==> config.mk <==
export PLATFORM = sky130hd
export DESIGN_NAME = integer_upscale_blit_addresser_top
export DESIGN_NICKNAME = d
export VERILOG_FILES = /design/src/ius_pkg.sv /design/src/ius_expander.sv /design/src/integer_upscale_blit_addresser_top.sv
export SDC_FILE = /design/constraint.sdc
export NUM_CORES = 1
export LEC_CHECK = 0
export BUFFER_PORTS_ARGS = -buffer_cell sky130_fd_sc_hd__buf_2
export CORE_MARGIN = 2
export CORE_UTILIZATION = 45
export DETAILED_ROUTE_END_ITERATION = 7
export PLACE_DENSITY = 0.61
export SYNTH_ARGS = -nofsm -noshare
export SYNTH_HDL_FRONTEND = slang
export SYNTH_SLANG_ARGS = --single-unit
==> constraint.sdc <==
create_clock -name clk -period 7.05 [get_ports clk]
set_input_delay 1.41 -clock clk [delete_from_list [all_inputs] [get_ports clk]]
set_output_delay 1.41 -clock clk [all_outputs]
set_load 0.1 [all_outputs]
==> src/ius_pkg.sv <==
`timescale 1ns / 1ps

package ius_pkg;

	localparam int WIN_LIMIT = 4096;

	localparam int CFG_W   = 13;
	localparam int REQ_W   = 3;
	localparam int COL_W   = 9;
	localparam int ROW_W   = 8;
	localparam int COLOR_W = 32;
	localparam int WIN_W   = 12;
	localparam int ADDR_W  = 24;

	localparam int IN_TDATA_W  = 56;
	localparam int OUT_TDATA_W = 80;

	localparam logic [1:0] REG_WINDOW_WIDTH    = 2'd0;
	localparam logic [1:0] REG_WINDOW_HEIGHT   = 2'd1;
	localparam logic [1:0] REG_REQUESTED_SCALE = 2'd2;

	localparam logic [CFG_W-1:0] RST_WINDOW_WIDTH    = 13'd640;
	localparam logic [CFG_W-1:0] RST_WINDOW_HEIGHT   = 13'd480;
	localparam logic [REQ_W-1:0] RST_REQUESTED_SCALE = 3'd2;

	typedef struct packed {
		logic [WIN_W-1:0]   col;
		logic [WIN_W-1:0]   row;
		logic [COLOR_W-1:0] color;
		logic               last;
	} ius_copy_t;

endpackage

==> src/ius_expander.sv <==
`timescale 1ns / 1ps

module ius_expander
	import ius_pkg::*;
#(
	parameter int SW = 3
) (
	input  logic               clk,
	input  logic               arst_n,
	input  logic               in_valid,
	output logic               in_ready,
	input  logic [WIN_W-1:0]   dx0,
	input  logic [WIN_W-1:0]   dy0,
	input  logic [COLOR_W-1:0] color,
	input  logic [SW-1:0]      ncols,
	input  logic [SW-1:0]      nrows,
	output logic               out_valid,
	input  logic               out_ready,
	output ius_copy_t          out_copy
);

	logic               busy_q;
	logic [SW-1:0]      cx_q;
	logic [SW-1:0]      cy_q;
	logic [WIN_W-1:0]   dx0_q;
	logic [WIN_W-1:0]   dy0_q;
	logic [COLOR_W-1:0] color_q;
	logic [SW-1:0]      ncols_q;
	logic [SW-1:0]      nrows_q;

	logic fire;
	logic row_end;
	logic is_last;
	logic load;

	assign row_end   = (cx_q == ncols_q - SW'(1));
	assign is_last   = row_end && (cy_q == nrows_q - SW'(1));
	assign fire      = busy_q && out_ready;
	assign in_ready  = !busy_q || (out_ready && is_last);
	assign load      = in_valid && in_ready;
	assign out_valid = busy_q;

	always_comb begin
		out_copy.col   = dx0_q + WIN_W'(cx_q);
		out_copy.row   = dy0_q + WIN_W'(cy_q);
		out_copy.color = color_q;
		out_copy.last  = is_last;
	end

	always_ff @(posedge clk or negedge arst_n) begin
		if (!arst_n) begin
			busy_q <= 1'b0;
			cx_q   <= '0;
			cy_q   <= '0;
		end else if (load) begin
			busy_q <= 1'b1;
			cx_q   <= '0;
			cy_q   <= '0;
		end else if (fire) begin
			if (is_last) begin
				busy_q <= 1'b0;
			end
			if (row_end) begin
				cx_q <= '0;
				cy_q <= cy_q + SW'(1);
			end else begin
				cx_q <= cx_q + SW'(1);
			end
		end
	end

	always_ff @(posedge clk) begin
		if (load) begin
			dx0_q   <= dx0;
			dy0_q   <= dy0;
			color_q <= color;
			ncols_q <= ncols;
			nrows_q <= nrows;
		end
	end

`ifndef NO_ASSERTIONS
	a_count_bounds: assert property (@(posedge clk) disable iff (!arst_n)
		busy_q |-> (cx_q < ncols_q) && (cy_q < nrows_q))
		else $error("copy counters beyond span");
	a_no_empty_span: assert property (@(posedge clk) disable iff (!arst_n)
		in_valid |-> (ncols != '0) && (nrows != '0))
		else $error("empty span offered to expander");
	a_load_restart: assert property (@(posedge clk) disable iff (!arst_n)
		load |=> busy_q && (cx_q == '0) && (cy_q == '0))
		else $error("span load did not restart counters");
	a_last_frees: assert property (@(posedge clk) disable iff (!arst_n)
		(fire && is_last && !in_valid) |=> !busy_q)
		else $error("expander still busy after last copy");
`endif

endmodule

==> src/integer_upscale_blit_addresser_top.sv <==
`timescale 1ns / 1ps

// nearest-neighbour integer upscaler with blit addressing
// s_* channel: one source pixel per item, tdata = {color, row, col} from the lsb
// m_* channel: one destination copy per item, tlast on the final copy of a pixel
// cfg_*: window width, window height and requested scale, written while idle
// an accepted pixel runs through stages 1 to 4 and the copy generator, which puts
// the pixel's first copy in the output register; it emits one copy per cycle while
// the output register accepts, scale*scale copies per pixel less clipped ones, four
// at the default scale of two; out-of-frame or fully clipped pixels are dropped
// before the copy generator and give no output
// back-to-back pixels overlap: front stages fill while copies of earlier ones drain
// reset clears all valid bits and loads 640 x 480 at scale 2
// when m_tready is low the output register holds, the copy generator pauses
// and s_tready falls once every front stage is full; nothing is lost or repeated

module integer_upscale_blit_addresser_top
	import ius_pkg::*;
#(
	parameter int SRC_WIDTH  = 320,
	parameter int SRC_HEIGHT = 200,
	parameter int MAX_SCALE  = 4
) (
	input  logic                   clk,
	input  logic                   arst_n,
	input  logic                   cfg_wen,
	input  logic [1:0]             cfg_index,
	input  logic [CFG_W-1:0]       cfg_data,
	input  logic                   s_tvalid,
	output logic                   s_tready,
	input  logic [IN_TDATA_W-1:0]  s_tdata,  // src_col, src_row, src_color, zero pad
	output logic                   m_tvalid,
	input  logic                   m_tready,
	output logic [OUT_TDATA_W-1:0] m_tdata,  // win_col, win_row, pixel_address, out_color
	output logic                   m_tlast
);

	localparam int SW  = $clog2(MAX_SCALE + 1);
	localparam int FW  = SW;
	localparam int XW  = $clog2(WIN_LIMIT + SRC_WIDTH * MAX_SCALE + 1);
	localparam int YW  = $clog2(WIN_LIMIT + SRC_HEIGHT * MAX_SCALE + 1);

	localparam logic [CFG_W-1:0] WIN_MAX = CFG_W'(WIN_LIMIT);
	localparam logic [COL_W+1:0] SRC_W_L = (COL_W + 2)'(SRC_WIDTH);
	localparam logic [ROW_W+2:0] SRC_H_L = (ROW_W + 3)'(SRC_HEIGHT);
	localparam logic [3:0]       MAX_S_L = 4'(MAX_SCALE);
	localparam logic [XW-1:0]    SRC_W_X = XW'(SRC_WIDTH);
	localparam logic [YW-1:0]    SRC_H_Y = YW'(SRC_HEIGHT);

	// configuration
	logic [CFG_W-1:0] win_w_q;
	logic [CFG_W-1:0] win_h_q;
	logic [REQ_W-1:0] req_q;
	logic [CFG_W-1:0] w_sat;
	logic [CFG_W-1:0] h_sat;

	always_ff @(posedge clk or negedge arst_n) begin
		if (!arst_n) begin
			win_w_q <= RST_WINDOW_WIDTH;
			win_h_q <= RST_WINDOW_HEIGHT;
			req_q   <= RST_REQUESTED_SCALE;
		end else if (cfg_wen) begin
			case (cfg_index)
				REG_WINDOW_WIDTH:    win_w_q <= cfg_data;
				REG_WINDOW_HEIGHT:   win_h_q <= cfg_data;
				REG_REQUESTED_SCALE: req_q   <= cfg_data[REQ_W-1:0];
				default: ;
			endcase
		end
	end

	assign w_sat = (win_w_q > WIN_MAX) ? WIN_MAX : win_w_q;
	assign h_sat = (win_h_q > WIN_MAX) ? WIN_MAX : win_h_q;

	// pipeline control
	logic v_s1, v_s2, v_s3, v_s4, v_s6;
	logic rdy_s1, rdy_s2, rdy_s3, rdy_s4, rdy_s6;
	logic exp_in_ready;
	logic exp_out_valid;
	ius_copy_t exp_copy;

	assign rdy_s6   = !v_s6 || m_tready;
	assign rdy_s4   = !v_s4 || exp_in_ready;
	assign rdy_s3   = !v_s3 || rdy_s4;
	assign rdy_s2   = !v_s2 || rdy_s3;
	assign rdy_s1   = !v_s1 || rdy_s2;
	assign s_tready = rdy_s1;

	// stage 1: range checks, clamped request, whole-frame fits
	logic [COL_W-1:0]   in_col;
	logic [ROW_W-1:0]   in_row;
	logic [COLOR_W-1:0] in_color;
	logic               ok_c1;
	logic [3:0]         req_c1;
	logic [SW-1:0]      fitx_c1;
	logic [SW-1:0]      fity_c1;

	assign in_col   = s_tdata[COL_W-1:0];
	assign in_row   = s_tdata[COL_W+ROW_W-1:COL_W];
	assign in_color = s_tdata[COL_W+ROW_W+COLOR_W-1:COL_W+ROW_W];

	always_comb begin
		ok_c1 = (w_sat != '0) && (h_sat != '0) && ({2'b00, in_col} < SRC_W_L)
			&& ({3'b000, in_row} < SRC_H_L);
		req_c1 = {1'b0, req_q};
		if (req_c1 == 4'd0) begin
			req_c1 = 4'd1;
		end
		if (req_c1 > MAX_S_L) begin
			req_c1 = MAX_S_L;
		end
		// fits saturate at the largest scale, which is all the scale choice needs
		fitx_c1 = '0;
		fity_c1 = '0;
		for (int k = 1; k <= MAX_SCALE; k++) begin
			if (32'(w_sat) >= 32'(k * SRC_WIDTH)) begin
				fitx_c1 = SW'(k);
			end
			if (32'(h_sat) >= 32'(k * SRC_HEIGHT)) begin
				fity_c1 = SW'(k);
			end
		end
	end

	logic [COL_W-1:0]   col_s1, col_s2;
	logic [ROW_W-1:0]   row_s1, row_s2;
	logic [COLOR_W-1:0] color_s1, color_s2, color_s3, color_s4;
	logic               ok_s1, ok_s2, ok_s3;
	logic [SW-1:0]      req_s1;
	logic [SW-1:0]      fitx_s1;
	logic [SW-1:0]      fity_s1;

	always_ff @(posedge clk or negedge arst_n) begin
		if (!arst_n) begin
			v_s1 <= 1'b0;
		end else if (rdy_s1) begin
			v_s1 <= s_tvalid;
		end
	end

	always_ff @(posedge clk) begin
		if (rdy_s1) begin
			col_s1   <= in_col;
			row_s1   <= in_row;
			color_s1 <= in_color;
			ok_s1    <= ok_c1;
			req_s1   <= req_c1[SW-1:0];
			fitx_s1  <= fitx_c1;
			fity_s1  <= fity_c1;
		end
	end

	// stage 2: effective scale
	logic [FW-1:0] sc_c2;
	logic [FW-1:0] fit_c2;
	logic [FW-1:0] fx_c2;
	logic [FW-1:0] fy_c2;

	always_comb begin
		fx_c2  = FW'(fitx_s1);
		fy_c2  = FW'(fity_s1);
		sc_c2  = FW'(req_s1);
		fit_c2 = (fx_c2 < fy_c2) ? fx_c2 : fy_c2;
		if ((fx_c2 != '0) && (fy_c2 != '0) && (fit_c2 < sc_c2)) begin
			sc_c2 = fit_c2;
		end
		if (sc_c2 == '0) begin
			sc_c2 = FW'(1);
		end
		if ((32'(sc_c2) * 32'(SRC_WIDTH)) > 32'(w_sat)) begin
			sc_c2 = (fx_c2 == '0) ? FW'(1) : fx_c2;
		end
		if ((32'(sc_c2) * 32'(SRC_HEIGHT)) > 32'(h_sat)) begin
			sc_c2 = (fy_c2 == '0) ? FW'(1) : fy_c2;
		end
	end

	logic [SW-1:0] scale_s2, scale_s3;

	always_ff @(posedge clk or negedge arst_n) begin
		if (!arst_n) begin
			v_s2 <= 1'b0;
		end else if (rdy_s2) begin
			v_s2 <= v_s1;
		end
	end

	always_ff @(posedge clk) begin
		if (rdy_s2) begin
			col_s2   <= col_s1;
			row_s2   <= row_s1;
			color_s2 <= color_s1;
			ok_s2    <= ok_s1;
			scale_s2 <= sc_c2[SW-1:0];
		end
	end

	// stage 3: centring offsets and first copy position
	logic [XW-1:0] wx_c3, sizex_c3, offx_c3;
	logic [YW-1:0] hy_c3, sizey_c3, offy_c3;

	always_comb begin
		wx_c3    = XW'(w_sat);
		hy_c3    = YW'(h_sat);
		sizex_c3 = XW'(scale_s2) * SRC_W_X;
		sizey_c3 = YW'(scale_s2) * SRC_H_Y;
		offx_c3  = (wx_c3 > sizex_c3) ? ((wx_c3 - sizex_c3) >> 1) : '0;
		offy_c3  = (hy_c3 > sizey_c3) ? ((hy_c3 - sizey_c3) >> 1) : '0;
	end

	logic [XW-1:0] dx0_s3;
	logic [YW-1:0] dy0_s3;

	always_ff @(posedge clk or negedge arst_n) begin
		if (!arst_n) begin
			v_s3 <= 1'b0;
		end else if (rdy_s3) begin
			v_s3 <= v_s2;
		end
	end

	always_ff @(posedge clk) begin
		if (rdy_s3) begin
			color_s3 <= color_s2;
			ok_s3    <= ok_s2;
			scale_s3 <= scale_s2;
			dx0_s3   <= offx_c3 + XW'(col_s2) * XW'(scale_s2);
			dy0_s3   <= offy_c3 + YW'(row_s2) * YW'(scale_s2);
		end
	end

	// stage 4: visible span after clipping
	logic [XW-1:0] remx_c4;
	logic [YW-1:0] remy_c4;
	logic [SW-1:0] ncols_c4;
	logic [SW-1:0] nrows_c4;
	logic          keep_c4;

	always_comb begin
		remx_c4  = (dx0_s3 < XW'(w_sat)) ? (XW'(w_sat) - dx0_s3) : '0;
		remy_c4  = (dy0_s3 < YW'(h_sat)) ? (YW'(h_sat) - dy0_s3) : '0;
		ncols_c4 = (remx_c4 > XW'(scale_s3)) ? scale_s3 : remx_c4[SW-1:0];
		nrows_c4 = (remy_c4 > YW'(scale_s3)) ? scale_s3 : remy_c4[SW-1:0];
		keep_c4  = ok_s3 && (ncols_c4 != '0) && (nrows_c4 != '0);
	end

	logic [WIN_W-1:0] dx0_s4;
	logic [WIN_W-1:0] dy0_s4;
	logic [SW-1:0]    ncols_s4;
	logic [SW-1:0]    nrows_s4;

	always_ff @(posedge clk or negedge arst_n) begin
		if (!arst_n) begin
			v_s4 <= 1'b0;
		end else if (rdy_s4) begin
			v_s4 <= v_s3 && keep_c4;
		end
	end

	always_ff @(posedge clk) begin
		if (rdy_s4) begin
			color_s4 <= color_s3;
			dx0_s4   <= dx0_s3[WIN_W-1:0];
			dy0_s4   <= dy0_s3[WIN_W-1:0];
			ncols_s4 <= ncols_c4;
			nrows_s4 <= nrows_c4;
		end
	end

	// copy generator
	ius_expander #(
		.SW (SW)
	) u_expander (
		.clk       (clk),
		.arst_n    (arst_n),
		.in_valid  (v_s4),
		.in_ready  (exp_in_ready),
		.dx0       (dx0_s4),
		.dy0       (dy0_s4),
		.color     (color_s4),
		.ncols     (ncols_s4),
		.nrows     (nrows_s4),
		.out_valid (exp_out_valid),
		.out_ready (rdy_s6),
		.out_copy  (exp_copy)
	);

	// output register with linear address
	logic [WIN_W+CFG_W-1:0] addr_c6;
	ius_copy_t              copy_s6;
	logic [ADDR_W-1:0]      addr_s6;

	assign addr_c6 = ((WIN_W + CFG_W)'(exp_copy.row) * (WIN_W + CFG_W)'(w_sat))
		+ (WIN_W + CFG_W)'(exp_copy.col);

	always_ff @(posedge clk or negedge arst_n) begin
		if (!arst_n) begin
			v_s6 <= 1'b0;
		end else if (rdy_s6) begin
			v_s6 <= exp_out_valid;
		end
	end

	always_ff @(posedge clk) begin
		if (rdy_s6 && exp_out_valid) begin
			copy_s6 <= exp_copy;
			addr_s6 <= addr_c6[ADDR_W-1:0];
		end
	end

	assign m_tvalid = v_s6;
	assign m_tlast  = copy_s6.last;
	assign m_tdata  = {copy_s6.color, addr_s6, copy_s6.row, copy_s6.col};

endmodule

==> flow_summary.ini <==
[synth]
yosys_register_bits = 420
synth_flop_cell = edfxtp_1
seq_area_frac_synth_pct = 51.0
synth_edf_count = 379
synth_area_leader_cell = edfxtp_1
synthCells = 1957
ys_types = 72
synthArstFlopShare_pct = 9.76
synthXorXnorAreaFrac_pct = 3.06
synth_nets = 2376
yosysTopAreaCellShare_pct = 46.7
syn_avg_cell_area_um2 = 12.4
synth_top_family_by_area = adder cells
synth.cell_area_mm2 = 0.0243
yosys.area_share.simple_pct = 9.78
synthMuxAreaShare_pct = 2.03
ys.warnings.count = 0
synth.top_cells.by_area = edfxtp_1 47%, fa_1 13%, ha_1 9.5%, inv_1 4.6%, dfrtp_1 3.5%
synth-adder-area-share_pct = 22.5
synth_compound_area_share_pct = 6.43

[routing]
drc = 0
drt_first_iter_violations = 745
vias_per_cell = 5.11
wl_per_cell_um = 17.3
totalWireLength_um = 50600
vias = 14922
first_pass_iters = 5
ant_nets = 0

[placement]
detailed_place_hpwl_um = 38500
io_buffers = 151
placed_cells = 2827
place_congestion = 0.879

[job]
drv_cap = 0

[timing]
setup_viol_count_final = 0
final.setup_skew_ns = 0.0322
max_slew_margin_pct = 29.8
setup_tns_ns = 0
max_freq_ghz = 0.144
drv_slew = 0
whs_ns = 0.414
rsz0062_at_grt = yes
fin_crit_ns = 6.95
timing.final.crit_share_pct = 98.5
hold_viol_final = 0
tightest_slew_ns = 1.05

[clock_tree]
clk_root_buffer_cell = clkbuf_16
cts_max_path_buffers = 3
clock-sinks = 420
cts_tree = yes
clk_pin_slew_ns = 0.06
numCtsBuffers = 46
worstSkewPairLatency_ns = 0.59
ctsHoldBuffers = 0
cts_htree_levels = 2

[die]
core_mm2 = 0.0536
die_area_mm2 = 0.0560
die_w_um = 237
placement_rows = 85
io-pin-count = 159
die_h_um = 237
start_util_pct = 45.4

[final_layout]
final_cell_mix = 379 x edfxtp_1, 294 x inv_1, 180 x ha_1
instances_no_fill = 2923
fin_util_pct = 52.7
nets = 2609
drive_gt1_share_pct = 18.3
area_delta_synth_final_pct = 16.0
diodes = 0
fill_cells = 4627
final_common_cell = edfxtp_1

[critical_path]
reg2reg_slack_ns = 0.10
cp.required_ns = 7.39
rr_endpoint = addr_s6[23]
r2r-start = u_expander.cy_q[0]
cp.arrival_ns = 7.29
cp-startpoint = u_expander.cy_q[0]
cp_max_fo = 4
cp-end-kind = flip-flop
path_class = flip-flop to flip-flop
r2r_cells = 27
start_kind = flip-flop

[global_route]
antenna_found_initial = 0
grt_first_pass_wirelength_um = 81000
grt_max_degree = 62
grt_pass1_vias = 15603
grt_usage_pct = 18.5
overflow = 0

[min_path]
hold_depth = 0
holdPathEnd = row_s2[3]
hold_class = flip-flop to flip-flop
hold_start = row_s1[3]

[status]
status = finished, final reports clean
[routing by layer]
metal	routed length (um)	GRT usage (%)	part of all wire (%)
met1	21300	23.1	42
met2	25500	32.5	50
met3	2300	3.02	4.5
met4	1500	6.79	3.0
met5	0	0	0
[logic make-up (layout without fill, tap and decap cells)]
group           after synthesis  in the layout
flops                       420            420
simple gates                497            497
buf+inv                     337            607
xor+xnor                     85             85
mux                          43             43
compound gates              232            232
fa+ha+maj                   343            343
[stage by stage]
step                worst slack (ns)  area (um2)
finish                         0.105       28200
global route                  -0.161       28200
CTS                         -0.00654       28000
detailed placement            -0.105       26300
global placement             -0.0118       26300
floorplan                      0.121       24300
[worst max path at each step]
stage	end	slack, ns	cells after the start
after global routing	addr_s6[23]	-0.16	27
after detailed placement	addr_s6[23]	-0.10	25
after global placement	addr_s6[23]	-0.01	25
final	addr_s6[23]	0.10	27
after floorplan	addr_s6[23]	0.12	26
after CTS	addr_s6[23]	-0.007	25
[state kept, by name, indices dropped and copies added (netlist names), 8 cells and up]
name and count:
m_tdata 56, u_expander.dy0_q 12, u_expander.dx0_q 12, color_s2 32, row_s2 8, dy0_s4 12
col_s1 9, dx0_s4 12, dy0_s3 13, col_s2 9, color_s3 32, addr_s6 24
dx0_s3 13, color_s1 32, color_s4 32, row_s1 8, win_w_q 13, u_expander.color_q 32
win_h_q 13
[final cells by class]
type                    instances  area (um2)  share of cell area [%]
multi-input cells            1200       10900                    38.5
well taps                     696         871                    3.08
inverters                     303        1140                    4.03
clock buffers                  53        1260                    4.47
repair buffers                219        1300                    4.60
flip-flops and latches        420       12400                    44.0
clock inverters                32         390                    1.38
[timing repair]
| item | 4_1_cts | 5_1_grt |
|---|---|---|
| setup buffers | 0 | 11 |
| pin swaps | 0 | 26 |
| setup endpoints to repair | 2 | 11 |
| gates resized for setup | 2 | 36 |
[cells in the mapped netlist (10+ instances only)]
master and count:
xor2_1 20, nand2_1 180, nand4_1 12, ha_1 185, a21o_1 29, fa_1 158
mux2_2 35, a21oi_1 62, nand2b_1 44, clkbuf_1 30, nand3_1 17, xnor2_1 65
o21bai_1 10, nor2_1 100, o21a_1 12, dfrtp_1 34, nor2b_1 34, inv_1 301
edfxtp_1 379, nor3_1 24, o21ai_0 49, and2_1 46
[critical path, cell delays in order, from the launching register on]
cell      delay (ns)
dfrtp_1         0.35
ha_2            0.19
inv_2           0.04
fa_2            0.37
nor2b_2         0.13
o2111a_2        0.31
nand3_2         0.12
xor2_2          0.22
inv_2           0.12
nand2_2         0.06
fa_1            0.52
inv_1           0.06
fa_1            0.52
fa_1            0.50
inv_1           0.06
fa_1            0.53
inv_1           0.05
fa_1            0.54
ha_4            0.22
a21o_1          0.16
or3_1           0.31
o211a_1         0.28
o21ai_2         0.18
a21boi_2        0.09
o211ai_2        0.19
a21oi_2         0.10
o41ai_2         0.38
xnor2_1         0.10
Power is not shown: default switching activity piles up to over one toggle a cycle in this logic, so the estimate is an artifact.
